**config.mk**
```make
export PLATFORM = sky130hd
export DESIGN_NAME = clipped_source_over_blit_unit
export DESIGN_NICKNAME = d
export VERILOG_FILES = /design/src/rtl/csob_pkg.sv /design/src/rtl/clipped_source_over_blit_unit.sv
export SDC_FILE = /design/constraint.sdc
export NUM_CORES = 2
export LEC_CHECK = 0
export BUFFER_PORTS_ARGS = -buffer_cell sky130_fd_sc_hd__buf_2
export CORE_ASPECT_RATIO = 1.25
export CORE_MARGIN = 3
export CORE_UTILIZATION = 34
export CTS_BUF_LIST = sky130_fd_sc_hd__clkbuf_2
export CTS_CLUSTER_DIAMETER = 40
export DETAILED_ROUTE_END_ITERATION = 8
export PLACE_DENSITY = 0.51
export SYNTH_ARGS = -nofsm -noshare
export SYNTH_HDL_FRONTEND = slang
export SYNTH_SLANG_ARGS = --single-unit
```
**constraint.sdc**
```tcl
create_clock -name clk -period 6.1 [get_ports clk]
set_clock_uncertainty 0.15 [all_clocks]
set_input_delay 0.915 -clock clk [delete_from_list [all_inputs] [get_ports clk]]
set_output_delay 0.915 -clock clk [all_outputs]
set_load 0.01 [all_outputs]
```
**src/rtl/csob_pkg.sv**
```systemverilog
// Shared constants, widths and the blend helper for the clipped source-over blit unit.
`default_nettype none

package csob_pkg;

    // Largest destination dimension; larger register values saturate to this.
    localparam int unsigned MAX_DEST_DIM    = 8192;
    // Overlay coordinates at or above this are clipped.
    localparam int unsigned MAX_OVERLAY_DIM = 512;

    localparam int unsigned DIM_W       = 14;
    localparam int unsigned COORD_W     = 9;
    localparam int unsigned POS_W       = 13;
    localparam int unsigned PIX_W       = 32;
    localparam int unsigned ADDR_W      = 26;
    localparam int unsigned CH_W        = 8;
    localparam int unsigned NUM_CH      = 4;
    localparam int unsigned PROD_W      = 2 * CH_W;
    localparam int unsigned CFG_INDEX_W = 8;

    localparam int unsigned IN_FIELDS_W  = 2 * COORD_W + 2 * PIX_W;
    localparam int unsigned S_TDATA_W    = ((IN_FIELDS_W + 7) / 8) * 8;
    localparam int unsigned OUT_FIELDS_W = 1 + ADDR_W + PIX_W;
    localparam int unsigned M_TDATA_W    = ((OUT_FIELDS_W + 7) / 8) * 8;

    localparam logic [CFG_INDEX_W-1:0] REG_DEST_WIDTH  = 8'd0;
    localparam logic [CFG_INDEX_W-1:0] REG_DEST_HEIGHT = 8'd1;
    localparam logic [CFG_INDEX_W-1:0] REG_OFFSET_X    = 8'd2;
    localparam logic [CFG_INDEX_W-1:0] REG_OFFSET_Y    = 8'd3;

    localparam logic [DIM_W-1:0] DEST_WIDTH_RST  = 14'd1920;
    localparam logic [DIM_W-1:0] DEST_HEIGHT_RST = 14'd1080;

    localparam logic [CH_W-1:0] CH_MAX   = 8'hff;
    localparam logic [PROD_W:0] ROUND_UP = 17'd127;

    // Rounded divide by 255 of a channel product, then source add with saturation.
    // For y below 65535, floor(y / 255) equals (y + (y >> 8) + 1) >> 8.
    function automatic logic [CH_W-1:0] mix_channel(input logic [CH_W-1:0] fg,
                                                    input logic [PROD_W-1:0] prod);
        logic [PROD_W:0] y;
        logic [PROD_W:0] q;
        logic [CH_W:0]   sum;
        y   = {1'b0, prod} + ROUND_UP;
        q   = (y + (y >> 8) + 17'd1) >> 8;
        sum = {1'b0, fg} + {1'b0, q[CH_W-1:0]};
        return sum[CH_W] ? CH_MAX : sum[CH_W-1:0];
    endfunction

endpackage

`default_nettype wire

```
**src/rtl/clipped_source_over_blit_unit.sv**
```systemverilog
// Top level of the clipped source-over blit unit: placement, clipping, addressing and blend.
`default_nettype none

// Channel   Direction  Handshake                     Payload
// s_axis    in         s_axis_tvalid/s_axis_tready   src_col, src_row, src_pixel, dst_pixel
// m_axis    out        m_axis_tvalid/m_axis_tready   write_enable, target_address, blended_pixel
// cfg       in         cfg_valid/cfg_ready           cfg_index, cfg_data (14-bit register value)
//
// One item enters per clock while the pipeline is not stalled; each item passes three register
// stages: coordinate offset, clip test and the channel products; then the row times width
// product and the divide-by-255 rounding; then the final address add into the output
// register.
// Reset (rst_n low, asynchronous) empties the pipeline and loads the register defaults
// (width 1920, height 1080, both offsets 0).
// A stage holds its item while the stage after it is full and stalled, and empty stages
// keep filling, so a stalled output still lets up to two more items enter.

module clipped_source_over_blit_unit
(
    input  wire logic                              clk,
    input  wire logic                              rst_n,
    input  wire logic                              s_axis_tvalid,
    output logic                                   s_axis_tready,
    // [8:0] src_col, [17:9] src_row, [49:18] src_pixel, [81:50] dst_pixel, rest zero
    input  wire logic [csob_pkg::S_TDATA_W-1:0]    s_axis_tdata,
    output logic                                   m_axis_tvalid,
    input  wire logic                              m_axis_tready,
    // [0] write_enable, [26:1] target_address, [58:27] blended_pixel, rest zero
    output logic [csob_pkg::M_TDATA_W-1:0]         m_axis_tdata,
    input  wire logic                              cfg_valid,
    output logic                                   cfg_ready,
    input  wire logic [csob_pkg::CFG_INDEX_W-1:0]  cfg_index,
    input  wire logic [csob_pkg::DIM_W-1:0]        cfg_data
);
    import csob_pkg::*;

    // Configuration registers.
    logic [DIM_W-1:0] dest_width_reg;
    logic [DIM_W-1:0] dest_height_reg;
    logic [DIM_W-1:0] offset_x_reg;
    logic [DIM_W-1:0] offset_y_reg;

    // Input field unpacking.
    logic [COORD_W-1:0] in_col;
    logic [COORD_W-1:0] in_row;
    logic [PIX_W-1:0]   in_src;
    logic [PIX_W-1:0]   in_dst;

    // Stage 1 results.
    logic                  s1_valid_reg;
    logic                  s1_valid_next;
    logic                  s1_inside_reg;
    logic                  s1_inside_next;
    logic [POS_W-1:0]      s1_tx_reg;
    logic [POS_W-1:0]      s1_tx_next;
    logic [POS_W-1:0]      s1_ty_reg;
    logic [POS_W-1:0]      s1_ty_next;
    logic [DIM_W-1:0]      s1_w_reg;
    logic [DIM_W-1:0]      s1_w_next;
    logic [PIX_W-1:0]      s1_src_reg;
    logic [PROD_W-1:0]     s1_prod_reg  [NUM_CH];
    logic [PROD_W-1:0]     s1_prod_next [NUM_CH];

    // Stage 2 results.
    logic                  s2_valid_reg;
    logic                  s2_valid_next;
    logic                  s2_inside_reg;
    logic [POS_W-1:0]      s2_tx_reg;
    logic [ADDR_W:0]       s2_rowbase_reg;
    logic [ADDR_W:0]       s2_rowbase_next;
    logic [PIX_W-1:0]      s2_blend_reg;
    logic [PIX_W-1:0]      s2_blend_next;

    // Output register.
    logic                  out_valid_reg;
    logic                  out_valid_next;
    logic                  out_we_reg;
    logic [ADDR_W-1:0]     out_addr_reg;
    logic [ADDR_W-1:0]     out_addr_next;
    logic [PIX_W-1:0]      out_pix_reg;
    logic [PIX_W-1:0]      out_pix_next;

    // Stage advance controls; each stage takes an item when empty or when it drains.
    logic out_take;
    logic s2_take;
    logic s1_take;

    // Stage 1 working values.
    logic signed [DIM_W:0] tx_full;
    logic signed [DIM_W:0] ty_full;
    logic [DIM_W-1:0]      w_sat;
    logic [DIM_W-1:0]      h_sat;
    logic [CH_W-1:0]       inv_alpha;
    logic                  overlay_ok;
    logic [ADDR_W:0]       addr_full;

    assign cfg_ready = 1'b1;

    always_ff @(posedge clk or negedge rst_n)
    begin
        if (!rst_n)
        begin
            dest_width_reg  <= DEST_WIDTH_RST;
            dest_height_reg <= DEST_HEIGHT_RST;
            offset_x_reg    <= '0;
            offset_y_reg    <= '0;
        end
        else if (cfg_valid)
        begin
            case (cfg_index)
                REG_DEST_WIDTH:  dest_width_reg  <= cfg_data;
                REG_DEST_HEIGHT: dest_height_reg <= cfg_data;
                REG_OFFSET_X:    offset_x_reg    <= cfg_data;
                REG_OFFSET_Y:    offset_y_reg    <= cfg_data;
                default:         ;
            endcase
        end
    end

    assign in_col = s_axis_tdata[COORD_W-1:0];
    assign in_row = s_axis_tdata[2*COORD_W-1:COORD_W];
    assign in_src = s_axis_tdata[2*COORD_W+PIX_W-1:2*COORD_W];
    assign in_dst = s_axis_tdata[2*COORD_W+2*PIX_W-1:2*COORD_W+PIX_W];

    assign out_take      = !out_valid_reg || m_axis_tready;
    assign s2_take       = !s2_valid_reg || out_take;
    assign s1_take       = !s1_valid_reg || s2_take;
    assign s_axis_tready = s1_take;

    // Stage 1: place the pixel, clip it, and form the four channel products.
    always_comb
    begin
        tx_full = $signed({offset_x_reg[DIM_W-1], offset_x_reg})
                + $signed({{(DIM_W+1-COORD_W){1'b0}}, in_col});
        ty_full = $signed({offset_y_reg[DIM_W-1], offset_y_reg})
                + $signed({{(DIM_W+1-COORD_W){1'b0}}, in_row});
        w_sat = (dest_width_reg > DIM_W'(MAX_DEST_DIM)) ? DIM_W'(MAX_DEST_DIM) : dest_width_reg;
        h_sat = (dest_height_reg > DIM_W'(MAX_DEST_DIM)) ? DIM_W'(MAX_DEST_DIM) : dest_height_reg;
        overlay_ok = ({1'b0, in_col} < (COORD_W+1)'(MAX_OVERLAY_DIM))
                  && ({1'b0, in_row} < (COORD_W+1)'(MAX_OVERLAY_DIM));
        s1_inside_next = overlay_ok
                      && !tx_full[DIM_W] && (tx_full[DIM_W-1:0] < w_sat)
                      && !ty_full[DIM_W] && (ty_full[DIM_W-1:0] < h_sat);
        s1_tx_next = tx_full[POS_W-1:0];
        s1_ty_next = ty_full[POS_W-1:0];
        s1_w_next  = w_sat;
        inv_alpha  = CH_MAX - in_src[PIX_W-1 -: CH_W];
        for (int ch = 0; ch < NUM_CH; ch++)
        begin
            s1_prod_next[ch] = {{CH_W{1'b0}}, in_dst[ch*CH_W +: CH_W]}
                             * {{CH_W{1'b0}}, inv_alpha};
        end
    end

    // Stage 2: row base address and rounded, saturated channel blend.
    always_comb
    begin
        s2_rowbase_next = (ADDR_W+1)'(s1_ty_reg) * (ADDR_W+1)'(s1_w_reg);
        for (int ch = 0; ch < NUM_CH; ch++)
        begin
            s2_blend_next[ch*CH_W +: CH_W] = mix_channel(s1_src_reg[ch*CH_W +: CH_W],
                                                         s1_prod_reg[ch]);
        end
    end

    // Stage 3: final address; a clipped pixel reports zero address and zero pixel.
    always_comb
    begin
        addr_full     = s2_rowbase_reg + (ADDR_W+1)'(s2_tx_reg);
        out_addr_next = s2_inside_reg ? addr_full[ADDR_W-1:0] : '0;
        out_pix_next  = s2_inside_reg ? s2_blend_reg : '0;
    end

    always_comb
    begin
        s1_valid_next  = s1_take  ? s_axis_tvalid : s1_valid_reg;
        s2_valid_next  = s2_take  ? s1_valid_reg  : s2_valid_reg;
        out_valid_next = out_take ? s2_valid_reg  : out_valid_reg;
    end

    always_ff @(posedge clk or negedge rst_n)
    begin
        if (!rst_n)
        begin
            s1_valid_reg  <= 1'b0;
            s2_valid_reg  <= 1'b0;
            out_valid_reg <= 1'b0;
        end
        else
        begin
            s1_valid_reg  <= s1_valid_next;
            s2_valid_reg  <= s2_valid_next;
            out_valid_reg <= out_valid_next;
        end
    end

    always_ff @(posedge clk)
    begin
        if (s1_take && s_axis_tvalid)
        begin
            s1_inside_reg <= s1_inside_next;
            s1_tx_reg     <= s1_tx_next;
            s1_ty_reg     <= s1_ty_next;
            s1_w_reg      <= s1_w_next;
            s1_src_reg    <= in_src;
            s1_prod_reg   <= s1_prod_next;
        end
        if (s2_take && s1_valid_reg)
        begin
            s2_inside_reg  <= s1_inside_reg;
            s2_tx_reg      <= s1_tx_reg;
            s2_rowbase_reg <= s2_rowbase_next;
            s2_blend_reg   <= s2_blend_next;
        end
        if (out_take && s2_valid_reg)
        begin
            out_we_reg   <= s2_inside_reg;
            out_addr_reg <= out_addr_next;
            out_pix_reg  <= out_pix_next;
        end
    end

    assign m_axis_tvalid = out_valid_reg;
    assign m_axis_tdata  = {{(M_TDATA_W-OUT_FIELDS_W){1'b0}}, out_pix_reg, out_addr_reg,
                            out_we_reg};

endmodule

`default_nettype wire

```
==> impl_metrics.env <==
export IMPL_critPathArrivalTime_ns=6.49
export IMPL_drtIter0Drc=773
export IMPL_hpwl_mm=56.0
export IMPL_multi_input_area_um2=20000
export IMPL_drv_cap=0
export IMPL_io_buffers=169
export IMPL_worstRegToRegCells=19
export IMPL_worstPathRequired_ns=6.74
export IMPL_drive_gt1_frac=0.141
export IMPL_clk_path_buf_depth=3
export IMPL_yosys_area_top_type_share=0.255
export IMPL_cp_endpoint="s2_rowbase_reg[18]"
export IMPL_final_hold_viol_count=0
export IMPL_regToRegSetupSlack_ns=0.25
export IMPL_dieArea_um2=96400
export IMPL_ys_seq_elements=327
export IMPL_cts_buffers=91
export IMPL_cpMostUsedCell="fa_1"
export IMPL_io_pins=182
export IMPL_syn2layout_area_growth_pct=12.3
export IMPL_clk_latency_ns=1.12
export IMPL_ir_worst_vdd_uv=192
export IMPL_ys_seq_area_frac=0.303
export IMPL_layout_nets=4089
export IMPL_slowest_delay_ns=0.53
export IMPL_timing_fmax_mhz=171
export IMPL_antenna_found_initial=13
export IMPL_grt_pass1_vias=22600
export IMPL_largest_reg_flops=64
export IMPL_grt_use_total=0.151
export IMPL_grt_overflow=0
export IMPL_clockRootBuffer="clkbuf_2"
export IMPL_regArea_um2=9530
export IMPL_fp_dieH_um=346
export IMPL_ys_warn_count=0
export IMPL_yosysMostFrequentCell="inv_1"
export IMPL_worstMarginPinSlew_ns=0.951
export IMPL_avgSynthCellArea_um2=10.3
export IMPL_place_gp_congestion=0.785
export IMPL_rsz0062_at_grt="false"
export IMPL_avgRoutedWirePerCell_um=15.4
export IMPL_grt_max_degree=125
export IMPL_status="complete, no violations"
export IMPL_synth_edf_count=268
export IMPL_worstSetupPathType="flip-flop to flip-flop"
export IMPL_startpoint_type="flip-flop"
export IMPL_grt_pass1_wl_mm=118
export IMPL_core_area_um2=91700
export IMPL_post_route_min_period_ns=5.85
export IMPL_path_clk_slew_ns=0.10
export IMPL_r2r_end="s2_rowbase_reg[18]"
export IMPL_setup_violations=0
export IMPL_cts_tree="done"
export IMPL_die_x_um=278
export IMPL_postSynth_asyncResetShare=0.180
export IMPL_slew_headroom=0.365
export IMPL_rows=124
export IMPL_end_kind="flip-flop"
export IMPL_routed_wl_mm=71.3
export IMPL_num_vias=21800
export IMPL_htree_levels=3
export IMPL_hold_slack_ns=0.204
export IMPL_crit_chain="buf_4 -> and2_1 -> fa_1 -> inv_1 -> fa_1 -> inv_1 -> fa_1 -> fa_1 -> inv_1 -> fa_1 -> inv_1 -> ha_1 -> or3_1 -> a21oi_2 -> o31ai_2 -> a21o_1 -> a311o_1 -> a21oi_2 -> xnor2_1"
export IMPL_cpMaxStageDelayCell="fa_1"
export IMPL_setup_tns_ns=0
export IMPL_first_pass_iters=5
export IMPL_postSynthCellCount=3059
export IMPL_hp_class="input pin to flip-flop"
export IMPL_start_util=0.344
export IMPL_crit_start="s1_ty_reg[3]"
export IMPL_postRouteAntennaNets=0
export IMPL_post_route_period_util=0.959
export IMPL_yosysTopAreaCell="edfxtp_1"
export IMPL_r2r_start="s1_ty_reg[3]"
export IMPL_crit_fanout=8
export IMPL_p_per_area_nw_per_um2=360
export IMPL_synth_cell_types=93
export IMPL_slew_violations=0
export IMPL_synth_area_um2=31500
export IMPL_synth_common_cells="inv_1, ha_1, fa_1, edfxtp_1, nand2_1"
export IMPL_drc=0
export IMPL_ys_flop_type="edfxtp_1"
export IMPL_numClockSinks=327
export IMPL_final_fill_count=9265
export IMPL_p_leak_nw=16.3
export IMPL_synth_top_cells_by_area="edfxtp_1, fa_1, ha_1"
export IMPL_via_per_inst=4.71
-- metal layers --
metal,GRT usage,vias up,part of all wire
met4,0.0421,6,0.021
met5,0,-,0.00063
met1,0.193,10500,0.45
li1,-,10800,-
met2,0.262,318,0.49
met3,0.0268,109,0.038
-- power by group --
group,leakage [nW],total (W),switching (W),internal [W]
Sequential,3.38,0.00370,0.000368,0.00333
Clock,0.595,0.00153,0.000968,0.000557
Combinational,12.4,0.00752,0.00416,0.00336
-- what timing repair did --
item                                   4_1_cts  5_1_grt
endpoints found under the hold margin      143        0
hold buffers                                56        0
setup endpoints to repair                    0       20
resized for setup                            0       13
buffers inserted                             0       10
-- worst min path at each step --
stage / startpoint / to / slack [ns] / depth (start not counted)
2_1_floorplan: s1_inside_reg / s2_inside_reg / 0.25 / 0
3_3_place_gp: s1_tx_reg[0] / s2_tx_reg[0] / 0.26 / 0
3_5_place_dp: s1_tx_reg[5] / s2_tx_reg[5] / 0.26 / 0
4_1_cts: s_axis_tdata[46] / s1_src_reg[28] / 0.002 / 2
5_1_grt: s_axis_tdata[12] / s1_ty_reg[3] / 0.008 / 3
6_report: s_axis_tdata[50] / s1_prod_reg[48] / 0.20 / 2
-- critical path, delay by kind of cell, from the launching register on --
family | cells | cell delay, ns
adder cells (fa/ha/maj) | 6 | 2.75
AO/OA/AOI/OAI | 5 | 1.02
AND/OR/NAND/NOR | 2 | 0.59
flip-flops | 1 | 0.52
buffers and inverters | 5 | 0.42
XOR/XNOR | 1 | 0.08
-- layout by cell type, fill, tap and decap left out, types with 56 or more instances in the layout --
| cell type | n |
|---|---|
| inv_1 | 458 |
| ha_1 | 338 |
| fa_1 | 282 |
| edfxtp_1 | 268 |
| nand2_1 | 216 |
| nor2b_1 | 176 |
| buf_2 | 169 |
| and2_1 | 128 |
| nand2b_1 | 125 |
| clkbuf_2 | 124 |
| xnor2_1 | 117 |
| a21oi_1 | 101 |
| nor2_1 | 100 |
| xor2_1 | 65 |
| o21ai_0 | 63 |
| dlygate4sd3_1 | 56 |
-- logic make-up (layout without fill, tap and decap cells) --
family                   Yosys count  after routing  share of synthesized area
AND/OR/NAND/NOR                  971            971                      0.171
buffers and inverters            543            898                     0.0663
multiplexers                      56             56                     0.0200
flip-flops                       327            327                      0.303
other                              2             17                   0.000238
XOR/XNOR                         185            185                     0.0517
AO/OA/AOI/OAI                    355            355                     0.0750
adder cells (fa/ha/maj)          620            620                      0.313
-- cell type report --
cell class                 instances  share of cell area
timing repair buffer             283              0.0527
tap                             1197              0.0423
clock buffer                     123              0.0174
antenna                           11            0.000778
inverter                         458              0.0486
clock inverter                    34             0.00449
multi-input combinational       2193               0.564
sequential                       327               0.269
-- metrics by stage --
| step | setup slack [ns] | power, W | utilization | std cells | area [um2] |
|---|---|---|---|---|---|
| 6_report | 0.248 | 0.0127 | 0.386 | 4626 | 35400 |
| 5_1_grt | 0.0210 | 0.0143 | 0.386 | 4622 | 35400 |
| 4_1_cts | 0.114 | 0.0129 | 0.384 | 4605 | 35200 |
| 3_5_place_dp | 0.167 | 0.0113 | 0.370 | 4392 | 33900 |
| 3_3_place_gp | 0.212 | 0.0112 | 0.370 | 4392 | 33900 |
| 2_1_floorplan | 0.647 | 0.00952 | - | 3063 | 31500 |
No activity file was read; power rests on OpenSTA's default activity.
